--- config.mk ---
export PLATFORM = sky130hd
export DESIGN_NAME = aes_er_keys
export DESIGN_NICKNAME = d
export VERILOG_FILES = /design/src/rtl/aes_encrypt_rounds_macros.svh /design/src/rtl/aes_er_pkg.sv /design/src/rtl/aes_er_keys.sv
export SDC_FILE = /design/constraint.sdc
export NUM_CORES = 1
export LEC_CHECK = 0
export ABC_AREA = 1
export BUFFER_PORTS_ARGS = -buffer_cell sky130_fd_sc_hd__buf_4
export CORE_AREA = 5 5 555 557
export CTS_BUF_LIST = sky130_fd_sc_hd__clkbuf_8 sky130_fd_sc_hd__clkbuf_16
export CTS_CLUSTER_SIZE = 20
export DETAILED_ROUTE_END_ITERATION = 6
export DIE_AREA = 0 0 560 562
export SLEW_MARGIN = 10
export SYNTH_ARGS = -nofsm -noshare
export SYNTH_HDL_FRONTEND = slang
export SYNTH_SLANG_ARGS = --single-unit
export TNS_END_PERCENT = 50
--- constraint.sdc ---
create_clock -name clk -period 6.3 [get_ports clk]
set_input_delay 0.63 -clock clk [delete_from_list [all_inputs] [get_ports clk]]
set_output_delay 0.63 -clock clk [all_outputs]
set_load 0.01 [all_outputs]
--- src/rtl/aes_encrypt_rounds_macros.svh ---
// Assertion helpers for the RTL.
`ifndef AES_ENCRYPT_ROUNDS_MACROS_SVH
`define AES_ENCRYPT_ROUNDS_MACROS_SVH

// Checks that the antecedent implies the consequent in the same cycle.
`define AER_ASSERT_IMPL(label, clk, rst_n, ante, cons) \
  label: assert property (@(posedge clk) disable iff (!rst_n) (ante) |-> (cons)) \
    else $error("assertion failed");

// Checks that the antecedent implies the consequent in the next cycle.
`define AER_ASSERT_NEXT(label, clk, rst_n, ante, cons) \
  label: assert property (@(posedge clk) disable iff (!rst_n) (ante) |=> (cons)) \
    else $error("assertion failed");

`endif

--- src/rtl/aes_er_pkg.sv ---
`timescale 1ns / 1ps
package aes_er_pkg;

  localparam int unsigned BlockBits = 128;
  localparam int unsigned InDataBits = 136;

  typedef logic [BlockBits-1:0] block_t;

  typedef enum logic {
    ACT_KEY_WRITE = 1'b0,
    ACT_ENCRYPT   = 1'b1
  } action_t;

  localparam logic [7:0] SBOX [256] = '{
    8'h63,8'h7c,8'h77,8'h7b,8'hf2,8'h6b,8'h6f,8'hc5,8'h30,8'h01,8'h67,8'h2b,8'hfe,8'hd7,8'hab,8'h76,
    8'hca,8'h82,8'hc9,8'h7d,8'hfa,8'h59,8'h47,8'hf0,8'had,8'hd4,8'ha2,8'haf,8'h9c,8'ha4,8'h72,8'hc0,
    8'hb7,8'hfd,8'h93,8'h26,8'h36,8'h3f,8'hf7,8'hcc,8'h34,8'ha5,8'he5,8'hf1,8'h71,8'hd8,8'h31,8'h15,
    8'h04,8'hc7,8'h23,8'hc3,8'h18,8'h96,8'h05,8'h9a,8'h07,8'h12,8'h80,8'he2,8'heb,8'h27,8'hb2,8'h75,
    8'h09,8'h83,8'h2c,8'h1a,8'h1b,8'h6e,8'h5a,8'ha0,8'h52,8'h3b,8'hd6,8'hb3,8'h29,8'he3,8'h2f,8'h84,
    8'h53,8'hd1,8'h00,8'hed,8'h20,8'hfc,8'hb1,8'h5b,8'h6a,8'hcb,8'hbe,8'h39,8'h4a,8'h4c,8'h58,8'hcf,
    8'hd0,8'hef,8'haa,8'hfb,8'h43,8'h4d,8'h33,8'h85,8'h45,8'hf9,8'h02,8'h7f,8'h50,8'h3c,8'h9f,8'ha8,
    8'h51,8'ha3,8'h40,8'h8f,8'h92,8'h9d,8'h38,8'hf5,8'hbc,8'hb6,8'hda,8'h21,8'h10,8'hff,8'hf3,8'hd2,
    8'hcd,8'h0c,8'h13,8'hec,8'h5f,8'h97,8'h44,8'h17,8'hc4,8'ha7,8'h7e,8'h3d,8'h64,8'h5d,8'h19,8'h73,
    8'h60,8'h81,8'h4f,8'hdc,8'h22,8'h2a,8'h90,8'h88,8'h46,8'hee,8'hb8,8'h14,8'hde,8'h5e,8'h0b,8'hdb,
    8'he0,8'h32,8'h3a,8'h0a,8'h49,8'h06,8'h24,8'h5c,8'hc2,8'hd3,8'hac,8'h62,8'h91,8'h95,8'he4,8'h79,
    8'he7,8'hc8,8'h37,8'h6d,8'h8d,8'hd5,8'h4e,8'ha9,8'h6c,8'h56,8'hf4,8'hea,8'h65,8'h7a,8'hae,8'h08,
    8'hba,8'h78,8'h25,8'h2e,8'h1c,8'ha6,8'hb4,8'hc6,8'he8,8'hdd,8'h74,8'h1f,8'h4b,8'hbd,8'h8b,8'h8a,
    8'h70,8'h3e,8'hb5,8'h66,8'h48,8'h03,8'hf6,8'h0e,8'h61,8'h35,8'h57,8'hb9,8'h86,8'hc1,8'h1d,8'h9e,
    8'he1,8'hf8,8'h98,8'h11,8'h69,8'hd9,8'h8e,8'h94,8'h9b,8'h1e,8'h87,8'he9,8'hce,8'h55,8'h28,8'hdf,
    8'h8c,8'ha1,8'h89,8'h0d,8'hbf,8'he6,8'h42,8'h68,8'h41,8'h99,8'h2d,8'h0f,8'hb0,8'h54,8'hbb,8'h16
  };

  function automatic logic [7:0] xtime(input logic [7:0] x);
    xtime = {x[6:0], 1'b0} ^ (x[7] ? 8'h1b : 8'h00);
  endfunction

endpackage

--- src/rtl/aes_er_keys.sv ---
`timescale 1ns / 1ps
module aes_er_keys #(
  parameter int unsigned RoundCount = 10
) (
  input  logic                                 clk,
  input  logic                                 wr_en,
  input  logic [3:0]                           wr_index,
  input  aes_er_pkg::block_t                   wr_key,
  output logic [RoundCount-1:0][127:0]         keys
);

  aes_er_pkg::block_t key_r [RoundCount];

  always_ff @(posedge clk) begin
    for (int k = 0; k < RoundCount; k++) begin
      if (wr_en && wr_index == 4'(k)) begin
        key_r[k] <= wr_key;
      end
    end
  end

  always_comb begin
    for (int k = 0; k < RoundCount; k++) begin
      keys[k] = key_r[k];
    end
  end

endmodule

**Word-level counts from Yosys, hierarchy flattened**

Memories as Yosys holds them, arrays and structs flattened.
Cells that the tools add are included.

- Bits in registers: 0
- RAM bits: 1280
- Bits of input ports: 134
- Memories kept: 1

- Equality and inequality tests: 9
- Multiplexer cells: 47
- Reductions and logical operators: 20

Memory list:

| name | depth | bits a word | rd ports | clocked after Yosys merged registers in | wr ports | RTL line | RTL |
|---|---|---|---|---|---|---|---|
| key_r | 10 | 128 | 10 | 0 | 1 | aes_er_keys.sv:12 | `aes_er_pkg::block_t key_r [RoundCount];` |

Operators by type and width:

| cell | count |
|---|---|
| two-way mux 128 bit | 9 |
| OR reduction 128 bit | 9 |
| two-way mux 4 bit | 9 |
| two-way mux 1 bit | 29 |
| == test 4 x 3 -> 1 bit (second input constant) | 4 |
| logical AND 1 bit | 10 |
| == test 4 x 2 -> 1 bit (second input constant) | 2 |
| == test 4 bit (second input constant) | 2 |
| == test 4 x 1 -> 1 bit (second input constant) | 1 |
| logical NOT 4 bit | 1 |

**Logic depth before layout (Yosys ltp)**

Gate-level depths: netlist of the first run.

- Depth in word-level cells: 14
- Mapped depth: 3

**Worst setup path before layout of the first run**

Ideal clock, no wire load.

- Path kind: in2reg
- From: input wr_index[2]
- To: memory key_r[0][0] (netlist bit), enable pin
- Arrival: 6.141 ns
- Path slack: -0.459 ns
- Cell stages on the path: 3
- Path buffers: 0
- Cells stage by stage: inv_1 nand3_1 nor2_1

- Longest elaborated chain between the ends: 14
- Elaborated cells on any way between the ends: 67
- Those cells by class: eq/ne (9); mux (38); reduce/logical (20)

Ends and longest elaborated chain:

| element | RTL line | RTL |
|---|---|---|
| start, declared | aes_er_keys.sv:7 | `input logic [3:0] wr_index,` |
| == test 4 x 1 -> 1 bit | aes_er_keys.sv:16 | `if (wr_en && wr_index == 4'(k)) begin` |
| logical AND 1 bit | aes_er_keys.sv:16 |  |
| two-way mux 1 bit | aes_er_keys.sv:16 |  |
| two-way mux 1 bit (not written as such) | aes_er_keys.sv:17 | `key_r[k] <= wr_key;` |
| OR reduction 128 bit (no source line) | -- |  |
| two-way mux 4 bit (no source line) / two-way mux 1 bit (equally long branches) (9 in series) | -- |  |
| end, declared | aes_er_keys.sv:12 |  |

Parallel ways exist; a longest one is shown, timed or not.

**Final worst setup path of the first run**

- From: input wr_index[3]
- To: memory key_r[5][80] (netlist bit), enable pin

Same word-level chain as after synthesis.

==> implementation parameters, run 1 <==
Parameter                              Value

Run status
  Run status ... completed

Route
  First-pass iteration count of the detailed router ... 5
  Final wirelength ... 154 mm
  Sum of routed wire segments on met1 ... 60.5 mm
  Top routing layer in use ... met5
  Wire length on met3 ... 18.4 mm
  Drt via density ... 3.02
  Post-DRT Antenna Nets ... 0
  Drt drc ... 0
  Via total after detailed routing ... 21,100
  Total met2 wirelength after detailed routing ... 71.0 mm
  First DRT Iteration DRCs ... 1,926
  Wire length per cell ... 22.1 um

Timing
  RSZ-0062 raised after global routing ... false
  Final min period ... 2290 ps
  Total count of max-transition violations in the final report ... 0
  Setup-violating endpoint count in the final report ... 0
  Post-layout worst setup margin ... 4010 ps
  Peak Freq ... 437 MHz
  Count of endpoints failing hold in the final timing report ... 0
  Relative max-transition margin ... 4.76%
  Setup TNS Final ... 0 ps
  Transition time at the pin with the least slew margin ... 1430 ps
  Period utilisation layout ... 36.3%

Logic synthesis
  Unique masters post-synth ... 5
  Synthesized instance count ... 1,301
  Area fraction in and, or, nand and nor cells after synthesis ... 0.175%
  Multiplexer area fraction after synthesis ... 0%
  Dominant cell type by area after synthesis ... edfxtp_1
  Synth Area in Compound Gates ... 0%
  Sequential-to-total area share from yosys stat ... 99.8%
  Synthesized-area fraction occupied by xor and xnor cells ... 0%
  Area share of the leading cell type in the synthesized netlist ... 99.8%
  Area of the mapped netlist ... 0.0385 mm^2
  Average instance area after synthesis ... 29.6 um^2
  Number of nets produced by synthesis ... 1,435
  Leading post-synthesis cells by cell area ... edfxtp_1, nor2_1, nand3_1, inv_1, nand2_1
  Yosys warnings ... 0
  Dominant combinational cell family by area after synthesis ... simple AND/OR/NAND/NOR gates
  Synthesized-area fraction occupied by adder cells ... 0%
  Synthesis-stage register bit count ... 1,280

Power and ir drop
  Leakage component of the power ... 20.9 nW
  Worst VDD drop ... 0.230 mV
  Areal power density over the cells ... 312 mW/mm^2

Worst setup path
  Maximum fanout along the worst path ... 43
  Type of the worst setup path ... input pin to flip-flop
  Type of element capturing the critical path ... flip-flop
  Arrival time worst endpoint ... 2690 ps
  CP startpoint kind ... input pin
  CP Data Required Time ... 6700 ps

Clock network
  Number of buffers on the longest clock path ... 4
  Post-CTS clock slew at the launch and capture registers of the worst setup and hold paths ... 60 ps
  CTS sink count ... 1,280
  Clock tree from TritonCTS ... built
  Count of buffers added by post-CTS timing repair for setup ... 0
  Number of resized instances in the post-cts repair step ... 0
  Count of H-tree levels built during CTS ... 4
  Clock root buffer ... clkbuf_16
  Hold Buf Count CTS ... 0
  TritonCTS buffer count ... 138

Placed design
  Number of port buffers ... 1,413
  Routability congestion estimate from global placement ... 0.756
  HPWL after detailed placement ... 115 mm
  Pre-CTS setup slack ... 3220 ps
  Placed Cells ... 6,718

Cells and area
  Fraction of final layout cells sized beyond drive strength 1 ... 55.1%
  Area Growth Syn to Fin ... 53.4%
  Final-stage net count ... 3,014
  Biggest regs ... key_r x1280
  Number of fill cells in the layout ... 32,000
  Fin util ... 19.6%
  Top reg by flops ... key_r
  Non-filler cells, final ... 6,979
  Number of flip-flops under the largest register name ... 1,280

GRT
  Global Route Usage Sum ... 9.10%
  Vias in the first global route ... 21,900
  Wire length of the first global-routing pass ... 198 mm
  Antenna violations before repair ... 49
  Largest net degree at the start of global routing ... 129
  GRT Residual Overflow ... 0

Floorplan
  Ports placed on the boundary ... 1,414
  Die boundary height ... 562 um
  Die Outline Area ... 0.315 mm^2
  Count of standard-cell rows ... 202
  Placeable core region ... 0.302 mm^2
  Die W ... 560 um
  Initial cell density of the core ... 12.8%

Hold path
  Classification of the worst-slack hold path ... input pin to flip-flop

Flow run
  Max Cap Violations ... 0
## routing by layer
metal | vias up | track usage (%)
met2 | 1668 | 14.7
met5 | - | 0
met3 | 233 | 4.03
met1 | 10700 | 10.9
li1 | 8516 | -
met4 | 2 | 2.81
## cells in the final DEF, fill, tap and decap left out, drive strengths merged
cell	count
clkinvlp	3
diode	18
clkinv	52
edfxtp	1280
clkbuf	138
inv	39
bufinv	15
nand3	3
nand2	4
buf	1439
nor2	10
## Yosys cell counts
master	n
nand2_1	4
nand3_1	3
edfxtp_1	1280
inv_1	4
nor2_1	10
## through the flow
stage	power [mW]	hold slack, ps	instance area (um^2)
after CTS	18.7	41.9	59000
after global routing	19.1	58.6	59100
after detailed placement	10.6	921	54500
after floorplan	9.92	729	38500
final	18.5	149	59100
after global placement	10.5	924	54500
## critical path: stages
cell and delay (ps):
buf_4 110, inv_1 60, nand3_1 280, nor2_4 790, buf_4 670
## cell type report
cell class	instances	area, um^2	share of cell area (%)
multi-input combinational	17	143	0.241
tap	3978	4980	8.42
sequential	1280	38400	65.0
clock inverter	105	1100	1.87
inverter	4	15.0	0.0254
antenna	18	45.0	0.0762
clock buffer	138	3450	5.84
timing repair buffer	1439	10900	18.5
## report_power, final
part | internal [mW] | switching (mW)
registers | 9.55 | 0.0520
logic | 0.237 | 0.517
clock network | 4.68 | 3.42
total | 14.5 | 3.99
## worst paths after layout
| kind | from | to | slack, ps | cells past startpoint |
|---|---|---|---|---|
| max | wr_index[3] | key_r[5][80]$_DFFE_PP_ | 4010 | 5 |
| min | wr_key[33] | key_r[5][33]$_DFFE_PP_ | 150 | 1 |
## cells by family after synthesis
family | count (synthesis)
flops | 1280
buf+inv | 4
simple gates | 17
Power figures use the tool's default switching activity.
==> inputs of run 2 (changes only) <==
clock period = 2 ns   (was 6.3 ns; I/O delays follow)
==> run 2 against run 1 <==
Final cell count rose by 3.2%. Critical path depth fell by 4. Global-route usage rose by 0.73 points. Critical endpoint is now keys[8]. Highest routed layer unchanged.
==> implementation parameters, run 2 (same netlist as run 1, synthesis figures left out) <==
Parameter                              Value

Run status
  Run status ... completed

Power and ir drop
  Reported net switching power ... 13.0 mW
  Worst VDD drop ... 0.854 mV
  Areal power density over the cells ... 957 mW/mm^2
  Leakage component of the power ... 22.0 nW
  Combinational share of power ... 4.7%
  Proportion of power drawn by flip-flops and latches ... 51.4%
  Share of total power consumed by net switching ... 22.0%
  Fraction of power consumed by the clock network ... 43.9%
  Overall power consumption ... 58.9 mW
  Internal power ... 45.9 mW

Worst setup path
  Type of element capturing the critical path ... output port
  Stage delay of the slowest cell on the critical path ... 530 ps
  Arrival time worst endpoint ... 1510 ps
  Top cell family by delay on the critical path ... flip-flops
  CP Cell Sequence ... buf_4
  Type of the worst setup path ... flip-flop to output port
  Maximum fanout along the worst path ... 1
  Crit path buf inv count ... 1
  CP Data Required Time ... 1800 ps
  Cell with the largest stage delay on the worst path ... edfxtp_1
  CP startpoint kind ... flip-flop

GRT
  Global Route Usage Sum ... 9.84%
  Largest net degree at the start of global routing ... 43
  Antenna violations before repair ... 56
  Wire length of the first global-routing pass ... 214 mm
  Vias in the first global route ... 23,600
  GRT Residual Overflow ... 0

Placed design
  Routability congestion estimate from global placement ... 0.791
  Number of port buffers ... 1,413
  HPWL after detailed placement ... 126 mm
  Post-Place Cell Area ... 0.0555 mm^2
  Placed Cells ... 6,798

Floorplan
  Die W ... 560 um
  Placeable core region ... 0.302 mm^2
  Initial cell density of the core ... 12.8%
  Ports placed on the boundary ... 1,414
  Die boundary height ... 562 um
  Count of standard-cell rows ... 202
  Die Outline Area ... 0.315 mm^2

Clock network
  Hold Buf Count CTS ... 129
  Number of buffers on the longest clock path ... 4
  TritonCTS buffer count ... 142
  Count of H-tree levels built during CTS ... 4
  Clock root buffer ... clkbuf_16
  Clock tree from TritonCTS ... built
  Number of resized instances in the post-cts repair step ... 0
  Post-CTS clock slew at the launch and capture registers of the worst setup and hold paths ... 70 ps
  Count of buffers added by post-CTS timing repair for setup ... 0
  CTS sink count ... 1,280

Timing
  Peak Freq ... 584 MHz
  Total count of max-transition violations in the final report ... 0
  Setup-violating endpoint count in the final report ... 0
  Period utilisation layout ... 85.6%
  RSZ-0062 raised after global routing ... false
  Transition time at the pin with the least slew margin ... 562 ps
  Final min period ... 1710 ps
  Count of endpoints failing hold in the final timing report ... 0
  Relative max-transition margin ... 62.6%

Cells and area
  Fraction of final layout cells sized beyond drive strength 1 ... 54.2%
  Leading cell types in the layout, fill and taps excluded ... buf_4, edfxtp_1, clkbuf_16
  Final non-filler cell area ... 0.0615 mm^2
  Area Growth Syn to Fin ... 59.7%
  Footprint of the multi-input gates ... 173 um^2
  Sequential cell area ... 0.0384 mm^2
  Number of fill cells in the layout ... 31,700
  Non-filler cells, final ... 7,199
  Top reg by flops ... key_r
  Final-stage net count ... 3,227
  Biggest regs ... key_r x1280
  Most common cell after layout, fill and taps aside ... buf_4
  Number of flip-flops under the largest register name ... 1,280

Route
  Drt via density ... 3.11
  Via total after detailed routing ... 22,400
  Final wirelength ... 166 mm
  Post-DRT Antenna Nets ... 0
  First-pass iteration count of the detailed router ... 5
  Drt drc ... 0
  Wire length per cell ... 23.0 um
  First DRT Iteration DRCs ... 2,175

Flow run
  Max Cap Violations ... 0

Hold path
  Classification of the worst-slack hold path ... input pin to flip-flop
run 2: cell type report:
class / instances / share of cell area (%)
Tap cell: 3978 / 8.09
Antenna cell: 22 / 0.0895
Clock buffer: 142 / 5.78
Clock inverter: 108 / 1.73
Timing Repair Buffer: 1648 / 21.5
Sequential cell: 1280 / 62.5
Multi-Input combinational cell: 17 / 0.281
Inverter: 4 / 0.0305
run 2: worst min-delay path, stage by stage:
cell	delay, ps
buf_4	120
nand2_1	150
nor2_4	70
buf_12	170
run 2: per-stage QoR:
step / hold WS (ps) / util [%] / TNS (ps) / worst slack [ps]
finish: 110 / 20.4 / 0 / 288
global route: 47.7 / 20.3 / 0 / 186
CTS: 13.5 / 20.3 / 0 / 180
detailed placement: 515 / 18.4 / 0 / 108
global placement: 512 / 18.4 / 0 / 110
floorplan: 299 / - / -991980 / -787
run 2: worst paths after layout:
| check | startpoint | cells past startpoint | to |
|---|---|---|---|
| setup / recovery | key_r[0][8]$_DFFE_PP_ | 1 | keys[8] |
| hold / removal | wr_index[1] | 4 | key_r[7][78]$_DFFE_PP_ |
run 2: power by group through the flow:
stage	logic, mW	clock network [mW]	registers, mW
detailed placement	2.58	0	30.8
global route	2.86	27.8	30.3
floorplan	0.134	0	31.1
global placement	2.56	0	30.8
finish	2.75	25.9	30.3
CTS	2.81	26.6	30.3
run 2: layer usage:
metal	track usage (%)	part of all wire, %	vias up
met2	16.0	46	1759
met1	11.3	38	11400
li1	-	-	8973
met3	4.56	12	318
met5	0	0.016	-
met4	3.64	3.7	4
==> inputs of run 3 (changes only) <==
ABC_AREA = unset   (was 1)
CTS_BUF_LIST = sky130_fd_sc_hd__clkbuf_4   (was sky130_fd_sc_hd__clkbuf_8 sky130_fd_sc_hd__clkbuf_16)
==> run 3 against run 2 <==
Largest cell class unchanged. Highest routed layer unchanged. Sequential share of layout area decreased by 3.9 points. Fmax decreased by 26%. Synthesized cell count decreased by 0.31%. Largest power group unchanged. Sequential power about the same. Combinational power increased by 20%. Total power decreased by 4.0%. The run now ends with negative setup slack left. Global-route usage increased by 0.96 points.
==> implementation parameters, run 3 <==
Parameter                              Value

Clock network
  Post-CTS clock slew at the launch and capture registers of the worst setup and hold paths ... 60 ps
  TritonCTS buffer count ... 327
  Count of H-tree levels built during CTS ... 5
  Clock root buffer ... clkbuf_4
  CTS sink count ... 1,280
  Clock tree from TritonCTS ... built
  Number of buffers on the longest clock path ... 4

Route
  First-pass iteration count of the detailed router ... 5
  Via total after detailed routing ... 24,400
  Final wirelength ... 181 mm
  Post-DRT Antenna Nets ... 0
  Drt via density ... 3.18
  First DRT Iteration DRCs ... 1,959
  Drt drc ... 0
  Wire length per cell ... 23.6 um

GRT
  Wire length of the first global-routing pass ... 234 mm
  Largest net degree at the start of global routing ... 65
  GRT Residual Overflow ... 0
  Antenna violations before repair ... 47
  Global Route Usage Sum ... 10.8%
  Vias in the first global route ... 26,100

Cells and area
  Fraction of final layout cells sized beyond drive strength 1 ... 55.4%
  Biggest regs ... key_r x1280
  Final-stage net count ... 3,579
  Number of flip-flops under the largest register name ... 1,280
  Top reg by flops ... key_r
  Non-filler cells, final ... 7,682
  Number of fill cells in the layout ... 31,400
  Area Growth Syn to Fin ... 70.4%
  Leading cell types in the layout, fill and taps excluded ... edfxtp_1, buf_4, buf_6
  Final non-filler cell area ... 0.0656 mm^2
  Most common cell after layout, fill and taps aside ... edfxtp_1

Worst setup path
  Arrival time worst endpoint ... 3070 ps
  Type of element capturing the critical path ... flip-flop
  CP startpoint kind ... input pin
  CP Data Required Time ... 2750 ps
  Type of the worst setup path ... input pin to flip-flop
  Maximum fanout along the worst path ... 64
  Critical path launch point ... wr_index[3]

Logic synthesis
  Share of flip-flops with an asynchronous set or reset ... 0%
  Synthesis-stage register bit count ... 1,280
  Area share of the leading cell type in the synthesized netlist ... 99.8%
  Leading post-synthesis cells by cell area ... edfxtp_1, nor3_1, nor2_1, or3b_4, inv_1
  Average instance area after synthesis ... 29.7 um^2
  Unique masters post-synth ... 10
  Number of enable flip-flop cells after synthesis ... 1,280
  Area of the mapped netlist ... 0.0385 mm^2
  Top-count cell post-synth ... edfxtp_1
  Dominant cell type by area after synthesis ... edfxtp_1
  Post-synth top flop ... edfxtp_1
  Yosys warnings ... 0
  Number of nets produced by synthesis ... 1,431
  Sequential-to-total area share from yosys stat ... 99.8%
  Synthesized instance count ... 1,297
  Cell types with the highest counts after synthesis ... edfxtp_1, nor3_1, nor2_1, inv_1

Run status
  Run status ... finished with violations
  Failing checks ... negative setup slack

Power and ir drop
  Leakage component of the power ... 23.8 nW
  Areal power density over the cells ... 861 mW/mm^2
  Overall power consumption ... 56.5 mW
  Worst VDD drop ... 0.667 mV

Floorplan
  Die Outline Area ... 0.315 mm^2
  Initial cell density of the core ... 12.8%
  Die boundary height ... 562 um
  Ports placed on the boundary ... 1,414
  Placeable core region ... 0.302 mm^2
  Count of standard-cell rows ... 202
  Die W ... 560 um

Timing
  Setup TNS Final ... -51,130 ps
  Final min period ... 2320 ps
  Peak Freq ... 432 MHz
  Post-layout worst setup margin ... -315 ps
  Period utilisation layout ... 116%
  Relative max-transition margin ... 24.2%
  Transition time at the pin with the least slew margin ... 1130 ps
  Setup-violating endpoint count in the final report ... 461
  Count of endpoints failing hold in the final timing report ... 0
  RSZ-0062 raised after global routing ... true
  Hold Worst Slack ... 377 ps
  Total count of max-transition violations in the final report ... 0

Hold path
  Classification of the worst-slack hold path ... input pin to flip-flop
  Hold Startpoint ... wr_index[2]

Placed design
  Placed Cells ... 6,807
  HPWL after detailed placement ... 127 mm
  Post-Place Cell Area ... 0.0556 mm^2
  Routability congestion estimate from global placement ... 0.781
  Number of port buffers ... 1,413

Flow run
  Max Cap Violations ... 0
[run 3: changes by cell type in the layout (fill, tap and decap cells not counted), moves of 6 or more]
| cell | delta |
|---|---|
| buf_6 | +721 |
| buf_4 | -705 |
| inv_1 | -20 |
| dlygate4sd3_1 | +142 |
| nor2_4 | -7 |
| buf_12 | +12 |
| clkbuf_4 | +427 |
| clkbuf_16 | -142 |
| nor3_4 | +6 |
| clkinv_1 | +56 |
[run 3: stage by stage]
stage,setup slack (ps),util (%)
6_report,-315,21.7
5_1_grt,-368,21.7
4_1_cts,-454,21.5
3_5_place_dp,4.21,18.4
3_3_place_gp,9.73,18.4
2_1_floorplan,-2790,-
[run 3: cells by family after synthesis]
kind of cell / after synthesis / synth area share, %
flops: 1280 / 99.8
buf+inv: 2 / 0.0195
simple gates: 15 / 0.211
[run 3: final cells by class]
cell class | count | area [um^2] | share of cell area (%)
repair buffers | 1819 | 17700 | 27.0
clock inverters | 137 | 993 | 1.51
diodes | 24 | 60.1 | 0.0915
multi-input cells | 15 | 210 | 0.320
flip-flops and latches | 1280 | 38400 | 58.6
clock buffers | 427 | 3210 | 4.88
inverters | 2 | 7.51 | 0.0114
well taps | 3978 | 4980 | 7.58
[run 3: worst paths after layout]
kind / to / slack [ps] / cells after the start
worst max-delay path: key_r[5][54]$_DFFE_PP_ / -320 / 7
worst min-delay path: key_r[5][16]$_DFFE_PP_ / 380 / 5
[run 3: metal layers]
| metal | track usage (%) | part of all wire (%) | vias to the layer above |
|---|---|---|---|
| li1 | - | - | 9905 |
| met1 | 11.8 | 36 | 12200 |
| met2 | 18.1 | 48 | 1957 |
| met3 | 5.25 | 13 | 347 |
| met4 | 3.96 | 3.4 | 10 |
| met5 | 0 | 0.034 | - |
[run 3: power by group]
group / leakage (nW) / switching (mW) / internal, mW
Combinational: 9.80 / 1.93 / 1.37
Clock: 2.42 / 11.3 / 11.6
Sequential: 11.6 / 0.224 / 30.1
[run 3: critical path, stage by stage]
cell	delay [ps]
dlygate4sd3_1	530
buf_4	140
dlygate4sd3_1	570
nand2b_4	160
dlygate4sd3_1	680
nor2_4	290
buf_12	350
[run 3: what timing repair did]
action	in CTS	in global routing
resized for setup	530	191
setup endpoints to repair	1280	1391
hold buffers	287	0
endpoints found under the hold margin	2560	0
buffers inserted	0	0
